==> src/hw/rtl/rlaf_pkg.sv <==
`timescale 1ns / 1ps
// ----------------------------------------------------------------------------
// rlaf_pkg
// Shared types, constants and tables for the red line angle fit block.
// ----------------------------------------------------------------------------
package rlaf_pkg;

    // Default build values.
    localparam int COORD_BITS_DEF      = 10;
    localparam int ANGLE_FRAC_BITS_DEF = 8;

    // Port widths fixed by the interface.
    localparam int CFG_W   = 11;
    localparam int CFG_IDX = 2;
    localparam int PIX_W   = 8;
    localparam int ANG_W   = 16;
    localparam int STAT_W  = 2;
    localparam int PC_W    = 21;

    localparam logic [PC_W-1:0] PC_MAX = '1;

    // Configuration register indexes.
    localparam logic [CFG_IDX-1:0] CFG_BLUE_LIMIT    = 2'd0;
    localparam logic [CFG_IDX-1:0] CFG_RED_THRESHOLD = 2'd1;
    localparam logic [CFG_IDX-1:0] CFG_FRAME_WIDTH   = 2'd2;

    // Configuration reset values.
    localparam logic [PIX_W-1:0] BLUE_LIMIT_RST    = 8'd104;
    localparam logic [PIX_W-1:0] RED_THRESHOLD_RST = 8'd150;
    localparam logic [CFG_W-1:0] FRAME_WIDTH_RST   = 11'd640;

    // Fit status codes.
    localparam logic [STAT_W-1:0] ST_OK   = 2'd0;
    localparam logic [STAT_W-1:0] ST_FEW  = 2'd1;
    localparam logic [STAT_W-1:0] ST_VERT = 2'd2;

    // CORDIC settings: angle table in degrees, Q16.
    localparam int CORDIC_STEPS = 23;
    localparam int STEP_W       = 5;
    localparam int ANG_Q        = 16;
    localparam int ATAN_W       = 25;
    localparam int NORM_BITS    = 30;
    localparam int XW           = 34;
    localparam int DEG_FEW      = 45;
    localparam int DEG_VERT     = 90;

    typedef enum logic [3:0] {
        S_IDLE,
        S_DRAIN,
        S_MUL_LD,
        S_MUL,
        S_CHECK,
        S_NORM,
        S_CORDIC,
        S_ROUND,
        S_OUT
    } t_state;

    // Which partial product the shared shift-add unit is working on.
    typedef enum logic [1:0] {
        PH_NXY,
        PH_SXY,
        PH_NXX,
        PH_SXX
    } t_phase;

    function automatic logic signed [ATAN_W-1:0] atan_entry(input logic [STEP_W-1:0] idx);
        logic signed [ATAN_W-1:0] v;
        case (idx)
            5'd0:    v = 25'sd2949120;
            5'd1:    v = 25'sd1740967;
            5'd2:    v = 25'sd919879;
            5'd3:    v = 25'sd466945;
            5'd4:    v = 25'sd234379;
            5'd5:    v = 25'sd117304;
            5'd6:    v = 25'sd58666;
            5'd7:    v = 25'sd29335;
            5'd8:    v = 25'sd14668;
            5'd9:    v = 25'sd7334;
            5'd10:   v = 25'sd3667;
            5'd11:   v = 25'sd1833;
            5'd12:   v = 25'sd917;
            5'd13:   v = 25'sd458;
            5'd14:   v = 25'sd229;
            5'd15:   v = 25'sd115;
            5'd16:   v = 25'sd57;
            5'd17:   v = 25'sd29;
            5'd18:   v = 25'sd14;
            5'd19:   v = 25'sd7;
            5'd20:   v = 25'sd4;
            5'd21:   v = 25'sd2;
            5'd22:   v = 25'sd1;
            default: v = 25'sd0;
        endcase
        return v;
    endfunction

    function automatic logic signed [ANG_W-1:0] sat16(input logic signed [31:0] v);
        logic signed [ANG_W-1:0] r;
        if (v > 32'sd32767) begin
            r = 16'sh7FFF;
        end else if (v < -32'sd32768) begin
            r = 16'sh8000;
        end else begin
            r = v[ANG_W-1:0];
        end
        return r;
    endfunction

endpackage

==> src/hw/rtl/red_line_angle_fit.sv <==
`timescale 1ns / 1ps
// Pixels are taken one per cycle while the block is idle; the sums are updated in the following cycle.
// At the end of a frame the block stalls while it computes the fit with the bit-serial shift-add
// multiplier, the one-bit normalizer and the 23-step CORDIC (the last two only when needed).
// Once the result sits in the output register the next frame starts. Synchronous active-low reset
// clears the counters, sums and state and restores the register defaults.
// ----------------------------------------------------------------------------
// red_line_angle_fit
// Accumulates the least-squares sums of the active red pixels of a raster frame
// and reports the fitted line angle in degrees at the end of each frame.
// ----------------------------------------------------------------------------
module red_line_angle_fit #(
    parameter int COORD_BITS      = rlaf_pkg::COORD_BITS_DEF,
    parameter int ANGLE_FRAC_BITS = rlaf_pkg::ANGLE_FRAC_BITS_DEF
) (
    input  logic                                i_clk,
    input  logic                                i_rst_n,
    input  logic                                i_cfg_we,
    input  logic [rlaf_pkg::CFG_IDX-1:0]        i_cfg_idx,
    input  logic [rlaf_pkg::CFG_W-1:0]          i_cfg_data,
    input  logic                                i_in_valid,
    output logic                                o_in_stall,
    input  logic [rlaf_pkg::PIX_W-1:0]          i_blue,
    input  logic [rlaf_pkg::PIX_W-1:0]          i_red,
    input  logic                                i_last_of_frame,
    output logic                                o_out_valid,
    input  logic                                i_out_stall,
    output logic signed [rlaf_pkg::ANG_W-1:0]   o_angle_deg_q8,
    output logic [rlaf_pkg::STAT_W-1:0]         o_fit_status,
    output logic [rlaf_pkg::PC_W-1:0]           o_point_count
);
    import rlaf_pkg::*;

    localparam int C     = COORD_BITS;
    localparam int F     = ANGLE_FRAC_BITS;
    localparam int CNT_W = 2 * C + 1;
    localparam int S1_W  = 3 * C + 1;
    localparam int S2_W  = 4 * C + 1;
    localparam int PW    = 6 * C + 2;
    localparam int ACC_W = PW + 1;
    localparam int MAG_W = (PW > NORM_BITS + 1) ? PW : NORM_BITS + 1;
    localparam int BC_W  = $clog2(S1_W);

    localparam logic signed [31:0] ANG90      = 32'sd90 <<< ANG_Q;
    localparam logic signed [31:0] ROUND_HALF = 32'sd1 <<< (ANG_Q - F - 1);
    localparam logic signed [ANG_W-1:0] FEW_ANGLE  = sat16(-(32'(DEG_FEW) <<< F));
    localparam logic signed [ANG_W-1:0] VERT_ANGLE = sat16(32'(DEG_VERT) <<< F);

    // Configuration.
    logic [PIX_W-1:0] r_cfg_blue, r_cfg_red;
    logic [CFG_W-1:0] r_cfg_fw;

    // Raster position and frame sums.
    logic [C-1:0]     r_col, n_col, r_row, n_row;
    logic [CNT_W-1:0] r_cnt, n_cnt;
    logic [S1_W-1:0]  r_sx, n_sx, r_sy, n_sy;
    logic [S2_W-1:0]  r_sxy, n_sxy, r_sxx, n_sxx;

    // Pixel pipeline stage between the products and the sums.
    logic             r_p_vld, n_p_vld;
    logic             r_p_act, n_p_act;
    logic [C-1:0]     r_p_x, n_p_x, r_p_y, n_p_y;
    logic [2*C-1:0]   r_p_xy, n_p_xy, r_p_xx, n_p_xx;

    // Sequencer and shared datapath.
    t_state           r_state, n_state;
    t_phase           r_phase, n_phase;
    logic [BC_W-1:0]  r_bitcnt, n_bitcnt;
    logic [STEP_W-1:0] r_step, n_step;
    logic signed [ACC_W-1:0] r_acc, n_acc;
    logic [PW-1:0]    r_mcand, n_mcand;
    logic [S1_W-1:0]  r_mplier, n_mplier;
    logic [MAG_W-1:0] r_nm, n_nm, r_dm, n_dm;
    logic             r_nneg, n_nneg, r_dneg, n_dneg;
    logic signed [XW-1:0]     r_x, n_x, r_y, n_y;
    logic signed [ATAN_W-1:0] r_z, n_z;
    logic signed [ANG_W-1:0]  r_res_angle, n_res_angle;
    logic [STAT_W-1:0]        r_res_status, n_res_status;

    // Output register.
    logic                     r_out_valid, n_out_valid;
    logic signed [ANG_W-1:0]  r_o_angle, n_o_angle;
    logic [STAT_W-1:0]        r_o_status, n_o_status;
    logic [PC_W-1:0]          r_o_count, n_o_count;

    logic                     in_acc;
    logic                     pix_active;
    logic                     col_wrap;
    logic                     acc_neg;
    logic [ACC_W-1:0]         acc_neg_val;
    logic [PW-1:0]            acc_mag;
    logic signed [ACC_W-1:0]  addend;
    logic                     phase_sub;
    logic signed [XW-1:0]     cx_dx, cx_dy;
    logic signed [31:0]       zc, zr;

    assign o_in_stall     = (r_state != S_IDLE);
    assign in_acc         = i_in_valid && (r_state == S_IDLE);
    assign pix_active     = (i_blue <= r_cfg_blue) && (i_red > r_cfg_red);
    // A frame width of zero behaves as one, and widths past the coordinate range wrap at its end.
    assign col_wrap       = ((32'(r_col) + 32'd1) >= 32'(r_cfg_fw)) || (r_col == '1);

    assign acc_neg        = r_acc[ACC_W-1];
    assign acc_neg_val    = -r_acc;
    assign acc_mag        = acc_neg ? acc_neg_val[PW-1:0] : r_acc[PW-1:0];
    assign phase_sub      = (r_phase == PH_SXY) || (r_phase == PH_SXX);
    assign addend         = phase_sub ? -$signed(ACC_W'(r_mcand)) : $signed(ACC_W'(r_mcand));
    assign cx_dx          = r_y >>> r_step;
    assign cx_dy          = r_x >>> r_step;

    assign o_out_valid    = r_out_valid;
    assign o_angle_deg_q8 = r_o_angle;
    assign o_fit_status   = r_o_status;
    assign o_point_count  = r_o_count;

    always_comb begin
        n_state      = r_state;
        n_phase      = r_phase;
        n_bitcnt     = r_bitcnt;
        n_step       = r_step;
        n_acc        = r_acc;
        n_mcand      = r_mcand;
        n_mplier     = r_mplier;
        n_nm         = r_nm;
        n_dm         = r_dm;
        n_nneg       = r_nneg;
        n_dneg       = r_dneg;
        n_x          = r_x;
        n_y          = r_y;
        n_z          = r_z;
        n_res_angle  = r_res_angle;
        n_res_status = r_res_status;
        n_o_angle    = r_o_angle;
        n_o_status   = r_o_status;
        n_o_count    = r_o_count;
        n_col        = r_col;
        n_row        = r_row;
        n_cnt        = r_cnt;
        n_sx         = r_sx;
        n_sy         = r_sy;
        n_sxy        = r_sxy;
        n_sxx        = r_sxx;
        n_p_vld      = 1'b0;
        n_p_act      = r_p_act;
        n_p_x        = r_p_x;
        n_p_y        = r_p_y;
        n_p_xy       = r_p_xy;
        n_p_xx       = r_p_xx;
        zc           = '0;
        zr           = '0;

        n_out_valid = r_out_valid && i_out_stall;

        // Sums take the pixel registered in the previous cycle.
        if (r_p_vld && r_p_act) begin
            n_cnt = r_cnt + CNT_W'(1);
            n_sx  = r_sx + S1_W'(r_p_x);
            n_sy  = r_sy + S1_W'(r_p_y);
            n_sxy = r_sxy + S2_W'(r_p_xy);
            n_sxx = r_sxx + S2_W'(r_p_xx);
        end

        case (r_state)
            S_IDLE: begin
                if (in_acc) begin
                    n_p_vld = 1'b1;
                    n_p_act = pix_active;
                    n_p_x   = r_col;
                    n_p_y   = r_row;
                    n_p_xy  = r_col * r_row;
                    n_p_xx  = r_col * r_col;
                    if (i_last_of_frame) begin
                        n_col   = '0;
                        n_row   = '0;
                        n_state = S_DRAIN;
                    end else if (col_wrap) begin
                        n_col = '0;
                        n_row = r_row + C'(1);
                    end else begin
                        n_col = r_col + C'(1);
                    end
                end
            end
            S_DRAIN: begin
                n_phase = PH_NXY;
                n_state = S_MUL_LD;
            end
            S_MUL_LD: begin
                n_bitcnt = '0;
                case (r_phase)
                    PH_NXY: begin
                        n_acc    = '0;
                        n_mplier = S1_W'(r_cnt);
                        n_mcand  = PW'(r_sxy);
                    end
                    PH_SXY: begin
                        n_mplier = r_sx;
                        n_mcand  = PW'(r_sy);
                    end
                    PH_NXX: begin
                        // The numerator is complete; keep its sign and magnitude.
                        n_nneg   = acc_neg;
                        n_nm     = MAG_W'(acc_mag);
                        n_acc    = '0;
                        n_mplier = S1_W'(r_cnt);
                        n_mcand  = PW'(r_sxx);
                    end
                    PH_SXX: begin
                        n_mplier = r_sx;
                        n_mcand  = PW'(r_sx);
                    end
                    default: begin
                        n_mplier = '0;
                    end
                endcase
                n_state = S_MUL;
            end
            S_MUL: begin
                if (r_mplier[0]) begin
                    n_acc = r_acc + addend;
                end
                n_mcand  = r_mcand << 1;
                n_mplier = r_mplier >> 1;
                n_bitcnt = r_bitcnt + BC_W'(1);
                if (r_bitcnt == BC_W'(S1_W - 1)) begin
                    case (r_phase)
                        PH_NXY:  begin n_phase = PH_SXY; n_state = S_MUL_LD; end
                        PH_SXY:  begin n_phase = PH_NXX; n_state = S_MUL_LD; end
                        PH_NXX:  begin n_phase = PH_SXX; n_state = S_MUL_LD; end
                        default: n_state = S_CHECK;
                    endcase
                end
            end
            S_CHECK: begin
                n_dneg       = acc_neg;
                n_dm         = MAG_W'(acc_mag);
                n_res_status = ST_OK;
                if (r_cnt < CNT_W'(2)) begin
                    n_res_angle  = FEW_ANGLE;
                    n_res_status = ST_FEW;
                    n_state      = S_OUT;
                end else if (acc_mag == '0) begin
                    n_res_angle  = VERT_ANGLE;
                    n_res_status = ST_VERT;
                    n_state      = S_OUT;
                end else if (r_nm == '0) begin
                    n_res_angle = '0;
                    n_state     = S_OUT;
                end else begin
                    n_state = S_NORM;
                end
            end
            S_NORM: begin
                // Shift both magnitudes together until each fits in the CORDIC range.
                if ((|r_nm[MAG_W-1:NORM_BITS]) || (|r_dm[MAG_W-1:NORM_BITS])) begin
                    n_nm = r_nm >> 1;
                    n_dm = r_dm >> 1;
                end else begin
                    n_x     = $signed(XW'(r_dm[NORM_BITS-1:0]));
                    n_y     = $signed(XW'(r_nm[NORM_BITS-1:0]));
                    n_z     = '0;
                    n_step  = '0;
                    n_state = S_CORDIC;
                end
            end
            S_CORDIC: begin
                if (!r_y[XW-1] && (r_y != '0)) begin
                    n_x = r_x + cx_dx;
                    n_y = r_y - cx_dy;
                    n_z = r_z + atan_entry(r_step);
                end else begin
                    n_x = r_x - cx_dx;
                    n_y = r_y + cx_dy;
                    n_z = r_z - atan_entry(r_step);
                end
                n_step = r_step + STEP_W'(1);
                if (r_step == STEP_W'(CORDIC_STEPS - 1)) begin
                    n_state = S_ROUND;
                end
            end
            S_ROUND: begin
                zc = 32'(r_z);
                if (zc < 32'sd0) begin
                    zc = 32'sd0;
                end else if (zc > ANG90) begin
                    zc = ANG90;
                end
                zr = (zc + ROUND_HALF) >>> (ANG_Q - F);
                if (r_nneg == r_dneg) begin
                    zr = -zr;
                end
                n_res_angle = sat16(zr);
                n_state     = S_OUT;
            end
            S_OUT: begin
                if (!r_out_valid || !i_out_stall) begin
                    n_out_valid = 1'b1;
                    n_o_angle   = r_res_angle;
                    n_o_status  = r_res_status;
                    n_o_count   = (32'(r_cnt) > 32'(PC_MAX)) ? PC_MAX : PC_W'(r_cnt);
                    n_cnt       = '0;
                    n_sx        = '0;
                    n_sy        = '0;
                    n_sxy       = '0;
                    n_sxx       = '0;
                    n_state     = S_IDLE;
                end
            end
            default: begin
                n_state = S_IDLE;
            end
        endcase
    end

    always_ff @(posedge i_clk) begin
        if (!i_rst_n) begin
            r_state     <= S_IDLE;
            r_phase     <= PH_NXY;
            r_bitcnt    <= '0;
            r_step      <= '0;
            r_out_valid <= 1'b0;
            r_p_vld     <= 1'b0;
            r_col       <= '0;
            r_row       <= '0;
            r_cnt       <= '0;
            r_sx        <= '0;
            r_sy        <= '0;
            r_sxy       <= '0;
            r_sxx       <= '0;
            r_cfg_blue  <= BLUE_LIMIT_RST;
            r_cfg_red   <= RED_THRESHOLD_RST;
            r_cfg_fw    <= FRAME_WIDTH_RST;
        end else begin
            r_state     <= n_state;
            r_phase     <= n_phase;
            r_bitcnt    <= n_bitcnt;
            r_step      <= n_step;
            r_out_valid <= n_out_valid;
            r_p_vld     <= n_p_vld;
            r_col       <= n_col;
            r_row       <= n_row;
            r_cnt       <= n_cnt;
            r_sx        <= n_sx;
            r_sy        <= n_sy;
            r_sxy       <= n_sxy;
            r_sxx       <= n_sxx;
            if (i_cfg_we) begin
                case (i_cfg_idx)
                    CFG_BLUE_LIMIT:    r_cfg_blue <= i_cfg_data[PIX_W-1:0];
                    CFG_RED_THRESHOLD: r_cfg_red  <= i_cfg_data[PIX_W-1:0];
                    CFG_FRAME_WIDTH:   r_cfg_fw   <= i_cfg_data;
                    default: begin
                    end
                endcase
            end
        end
    end

    always_ff @(posedge i_clk) begin
        r_p_act      <= n_p_act;
        r_p_x        <= n_p_x;
        r_p_y        <= n_p_y;
        r_p_xy       <= n_p_xy;
        r_p_xx       <= n_p_xx;
        r_acc        <= n_acc;
        r_mcand      <= n_mcand;
        r_mplier     <= n_mplier;
        r_nm         <= n_nm;
        r_dm         <= n_dm;
        r_nneg       <= n_nneg;
        r_dneg       <= n_dneg;
        r_x          <= n_x;
        r_y          <= n_y;
        r_z          <= n_z;
        r_res_angle  <= n_res_angle;
        r_res_status <= n_res_status;
        r_o_angle    <= n_o_angle;
        r_o_status   <= n_o_status;
        r_o_count    <= n_o_count;
    end

`ifndef SYNTHESIS
    a_last_starts_fit: assert property (@(posedge i_clk) disable iff (!i_rst_n)
        (i_in_valid && !o_in_stall && i_last_of_frame) |=> (r_state == S_DRAIN))
        else $error("last beat of a frame did not start the fit");

    a_out_from_seq: assert property (@(posedge i_clk) disable iff (!i_rst_n)
        $rose(r_out_valid) |-> ($past(r_state) == S_OUT))
        else $error("result beat appeared outside the output state");

    a_cordic_bound: assert property (@(posedge i_clk) disable iff (!i_rst_n)
        (r_state == S_CORDIC) |-> (32'(r_step) < CORDIC_STEPS))
        else $error("CORDIC step index out of range");

    a_mul_bound: assert property (@(posedge i_clk) disable iff (!i_rst_n)
        (r_state == S_MUL) |-> (32'(r_bitcnt) < S1_W))
        else $error("multiplier bit counter out of range");

    a_no_pixel_in_fit: assert property (@(posedge i_clk) disable iff (!i_rst_n)
        (r_state != S_IDLE) |=> !($past(r_p_vld) && (r_state == S_MUL))
            || (r_state != S_MUL))
        else $error("pixel entered the sums while the fit was running");
`endif

endmodule
==> config.mk <==
export PLATFORM = sky130hd
export DESIGN_NAME = red_line_angle_fit
export DESIGN_NICKNAME = d
export VERILOG_FILES = /design/src/hw/rtl/rlaf_pkg.sv /design/src/hw/rtl/red_line_angle_fit.sv
export SDC_FILE = /design/constraint.sdc
export NUM_CORES = 2
export LEC_CHECK = 0
export BUFFER_PORTS_ARGS = -buffer_cell sky130_fd_sc_hd__buf_2
export CORE_MARGIN = 2
export CORE_UTILIZATION = 50
export DETAILED_ROUTE_END_ITERATION = 7
export PLACE_DENSITY = 0.66
export SETUP_SLACK_MARGIN = 0.1
export SLEW_MARGIN = 10
export SYNTH_ARGS = -nofsm -noshare
export SYNTH_HDL_FRONTEND = slang
export SYNTH_SLANG_ARGS = --single-unit
==> constraint.sdc <==
create_clock -name i_clk -period 14.7 [get_ports i_clk]
set_input_delay 0.735 -clock i_clk [delete_from_list [all_inputs] [get_ports i_clk]]
set_output_delay 0.735 -clock i_clk [all_outputs]
set_load 0.05 [all_outputs]
==> flow_summary.json <==
{
  "outcome": "complete, no violations",
  "dieArea_mm2": 0.1178,
  "power.density_mw_per_mm2": 80.16,
  "design.core.area_mm2": 0.1142,
  "row_count": 124,
  "setup_tns_ps": 0,
  "cts_made_buffers": 85,
  "vias": 48816,
  "ys_top_cells_by_area": "edfxtp_1 26%, dfxtp_1 8.8%, ha_1 8.0%",
  "timing.rr.start": "r_step[1]",
  "globalplace.congestion": 0.9901,
  "yosysSeqAreaShare_pct": 34.41,
  "critical_path_required_ps": 15130,
  "cap_viol_max_count": 0,
  "n_fill_cell": 10425,
  "maxSlewViolCount": 0,
  "grt_pass1_vias": 46133,
  "insertion_delay_ps": 680,
  "critPathLaunchType": "flop",
  "cp_max_fo": 57,
  "worst_pin_slew_ps": 1185,
  "grt_overflow": 0,
  "drt_iter0_drc": 4721,
  "final_antenna_net_count": 0,
  "crit_type": "reg2reg",
  "grt_pass1_wl_um": 269200,
  "grt_max_degree": 105,
  "ys_ff_latch": 743,
  "wl_um": 174300,
  "dp_hpwl_um": 131600,
  "path_cells": "buf_4 > nor2_1 > mux2i_1 > o211ai_1 > a31oi_1 > nand4_1 > or3_1 > or3_1 > o21ai_1 > xor2_1 > ha_1 > and3_1 > nand2_1 > or3_1 > a311oi_1 > o2111ai_1 > a311oi_1 > o21ai_0 > a21oi_1 > xnor3_1 > and2_1",
  "yosys.area_share.adder_pct": 12.02,
  "hold_slack_ps": 287.5,
  "clk_pin_slew_ps": 60,
  "synthSimpleGateAreaFrac_pct": 18.43,
  "ir_drop_uv": 82.03,
  "final_cells": 7849,
  "worstHoldPathCells": 3,
  "fin_crit_sh_pct": 51.91,
  "hp-class": "in2reg",
  "ctsResizeCount": 0,
  "pre_cts_ws_ps": 7219,
  "worstSetupEndpointType": "flop",
  "fmaxAchievable_mhz": 131.1,
  "fin_ws_ps": 7069,
  "layout_min_cycle_time_ps": 7631,
  "synth_edf_count": 491,
  "cts_tree": "yes",
  "dieHeight_um": 343.2,
  "crit_family": "simple AND/OR/NAND/NOR gates",
  "grtUsageTotal_pct": 29.06,
  "synth_top_family_by_area": "simple AND/OR/NAND/NOR gates",
  "crit_buf_inv": 1,
  "ys.flop_type": "edfxtp_1",
  "synth.distinct_cells": 107,
  "cpMostUsedCell": "or3_1",
  "dieWidth_um": 343.2,
  "synth_cells": 6352,
  "placed_area_mm2": 0.05902,
  "start_util_pct": 50.37,
  "h-tree-depth": 3,
  "synth_nets": 6871,
  "cts_hold_buf": 0,
  "cts_root_buffer": "clkbuf_16",
  "worst_r2r_endpoint": "r_x[33]",
  "max_stage_delay_ps": 880,
  "postSynthAreaPerCell_um2": 9.055,
  "syn_to_final_growth_pct": 7.474,
  "clk_path_buf_depth": 3,
  "ys_warn_count": 0,
  "arrival_ps": 8070,
  "worstHoldStart": "i_cfg_data[9]",
  "regToRegSetupSlack_ps": 7070,
  "synthMuxAreaShare_pct": 5.245,
  "min_delay_worst_endpoint": "r_cfg_fw[9]",
  "rsz0062_at_grt": "false",
  "clock_skew_ps": 33.65,
  "placed_cells": 7689,
  "synth_compound_area_share_pct": 17.98,
  "yosys.area.top_type_share_pct": 25.63,
  "drive_gt1_share_pct": 7.437,
  "async_flop_share_pct": 0,
  "finalHoldViolCount": 0,
  "synthXorXnorAreaFrac_pct": 7.683,
  "dr.pass1.iters": 6,
  "setup_viol_count_final": 0,
  "synthesis.area_mm2": 0.05752,
  "p_leak_uw": 0.02435,
  "cts_setup_buffers": 0,
  "yosys.area.top_type": "edfxtp_1",
  "routed_via_density": 6.219,
  "drc": 0,
  "slew_headroom_pct": 21.03,
  "io_buffers": 75,
  "antenna_found_initial": 6,
  "clkSinkCount": 743,
  "postLayoutCellArea_mm2": 0.06182,
  "reg2regPathDepth": 21,
  "wire_per_inst_um": 22.21,
  "path_depth": 21,
  "crit_slowest_cell": "dfxtp_4",
  "io_pins": 76,
  "final_net_count": 6783
}
area by class of cell:
class / instances / area (µm²) / area share, %
antenna: 4 / 10.01 / 0.01619
clock buffer: 118 / 2392 / 3.870
tap: 1512 / 1892 / 3.060
sequential: 743 / 19800 / 32.03
inverter: 289 / 1089 / 1.761
clock inverter: 38 / 391.6 / 0.6335
timing repair buffer: 139 / 855.8 / 1.384
multi-input combinational: 5006 / 35390 / 57.24
Yosys cell counts (11+ instances only):
cell and n:
buf_2 16, mux2i_1 94, or3_1 80, or4_1 25, nand3b_1 18, xor2_1 229
edfxtp_1 491, a221oi_1 24, xnor2_1 273, nand2b_1 67, nor4_1 85, ha_1 370
clkbuf_1 239, nand4_1 81, nand3_1 162, o21ai_0 358, nor2b_1 32, a222oi_1 33
and3_1 96, mux2_2 36, o2111ai_1 11, o22ai_1 29, o211ai_1 40, o21bai_1 43
a311oi_1 11, nor3b_1 15, buf_6 11, a211oi_1 48, o31ai_1 59, nor3_1 118
nand2_1 683, a21o_1 109, o21a_1 148, a211o_1 12, and2_1 105, inv_1 285
fa_1 114, a31oi_1 60, mux4_2 70, o41ai_1 28, a21oi_1 462, or2_2 35
nor2_1 548, dfxtp_1 252, buf_1 37
layout by cell type (no fill, tap or decap), drive strengths merged, types with 119 or more instances in the layout:
master    n
buf     139
dfxtp   252
a21oi   462
nand2   683
edfxtp  491
nor2    548
o21a    148
xor2    229
ha      370
inv     291
nor3    119
nand3   162
xnor2   273
o21ai   363
power breakdown:
group | switching, µW | leakage, µW | internal, µW
logic | 306 | 0.0164 | 177
registers | 52.2 | 0.00656 | 2280
clock network | 904 | 0.00136 | 1230
total | 1260 | 0.0244 | 3690
cell families (layout without fill, tap and decap cells):
family / count (synthesis) / count (layout)
AO/OA/AOI/OAI: 1611 / 1611
XOR/XNOR: 503 / 503
adder cells (fa/ha/maj): 484 / 484
buffers and inverters: 603 / 584
flip-flops: 743 / 743
multiplexers: 206 / 206
other: 0 / 4
AND/OR/NAND/NOR: 2202 / 2202
worst max-delay path by stage:
stage | slack, ps | startpoint | end
2_1_floorplan | 8440 | r_phase[0] | r_acc[0]
3_3_place_gp | 7350 | r_step[1] | r_y[30]
3_5_place_dp | 7220 | r_step[1] | r_y[30]
4_1_cts | 7200 | r_step[1] | r_x[33]
5_1_grt | 6560 | r_step[1] | r_x[33]
6_report | 7070 | r_step[1] | r_x[33]
stage by stage:
step	power [µW]	util [%]
3_3_place_gp	2847	51.69
6_report	4955	54.14
4_1_cts	4991	54.13
3_5_place_dp	2857	51.69
2_1_floorplan	2725	-
5_1_grt	5126	54.13
flip-flops by register name (all words and copies together), names as in the netlist, 10 cells and up, named ones only:
register	cells
o_angle_deg_q8	16
o_point_count	21
r_acc	63
r_cfg_fw	11
r_cnt	21
r_col	10
r_dm	62
r_mcand	62
r_mplier	31
r_nm	62
r_p_x	10
r_p_xx	18
r_p_xy	20
r_p_y	10
r_res_angle	16
r_row	10
r_sx	31
r_sxx	41
r_sxy	41
r_sy	31
r_x	34
r_y	34
r_z	25
metal layers:
layer  track usage [%]  wire length (µm)  vias up
met3             4.682             12860      345
li1                  -                 -    23078
met2             46.70             79600     1803
met1             39.30             74830    23590
met4             11.33              7025        0
met5                 0                 0        -
worst reg2reg max path, delay by kind of cell (launching register included):
family                   cells  cell delay (ps)
AND/OR/NAND/NOR              8             2330
flip-flops                   1              880
AO/OA/AOI/OAI                8             2090
XOR/XNOR                     2              300
buffers and inverters        1              770
multiplexers                 1              630
adder cells (fa/ha/maj)      1              390
Note: power is estimated with default switching activity, not from simulation.
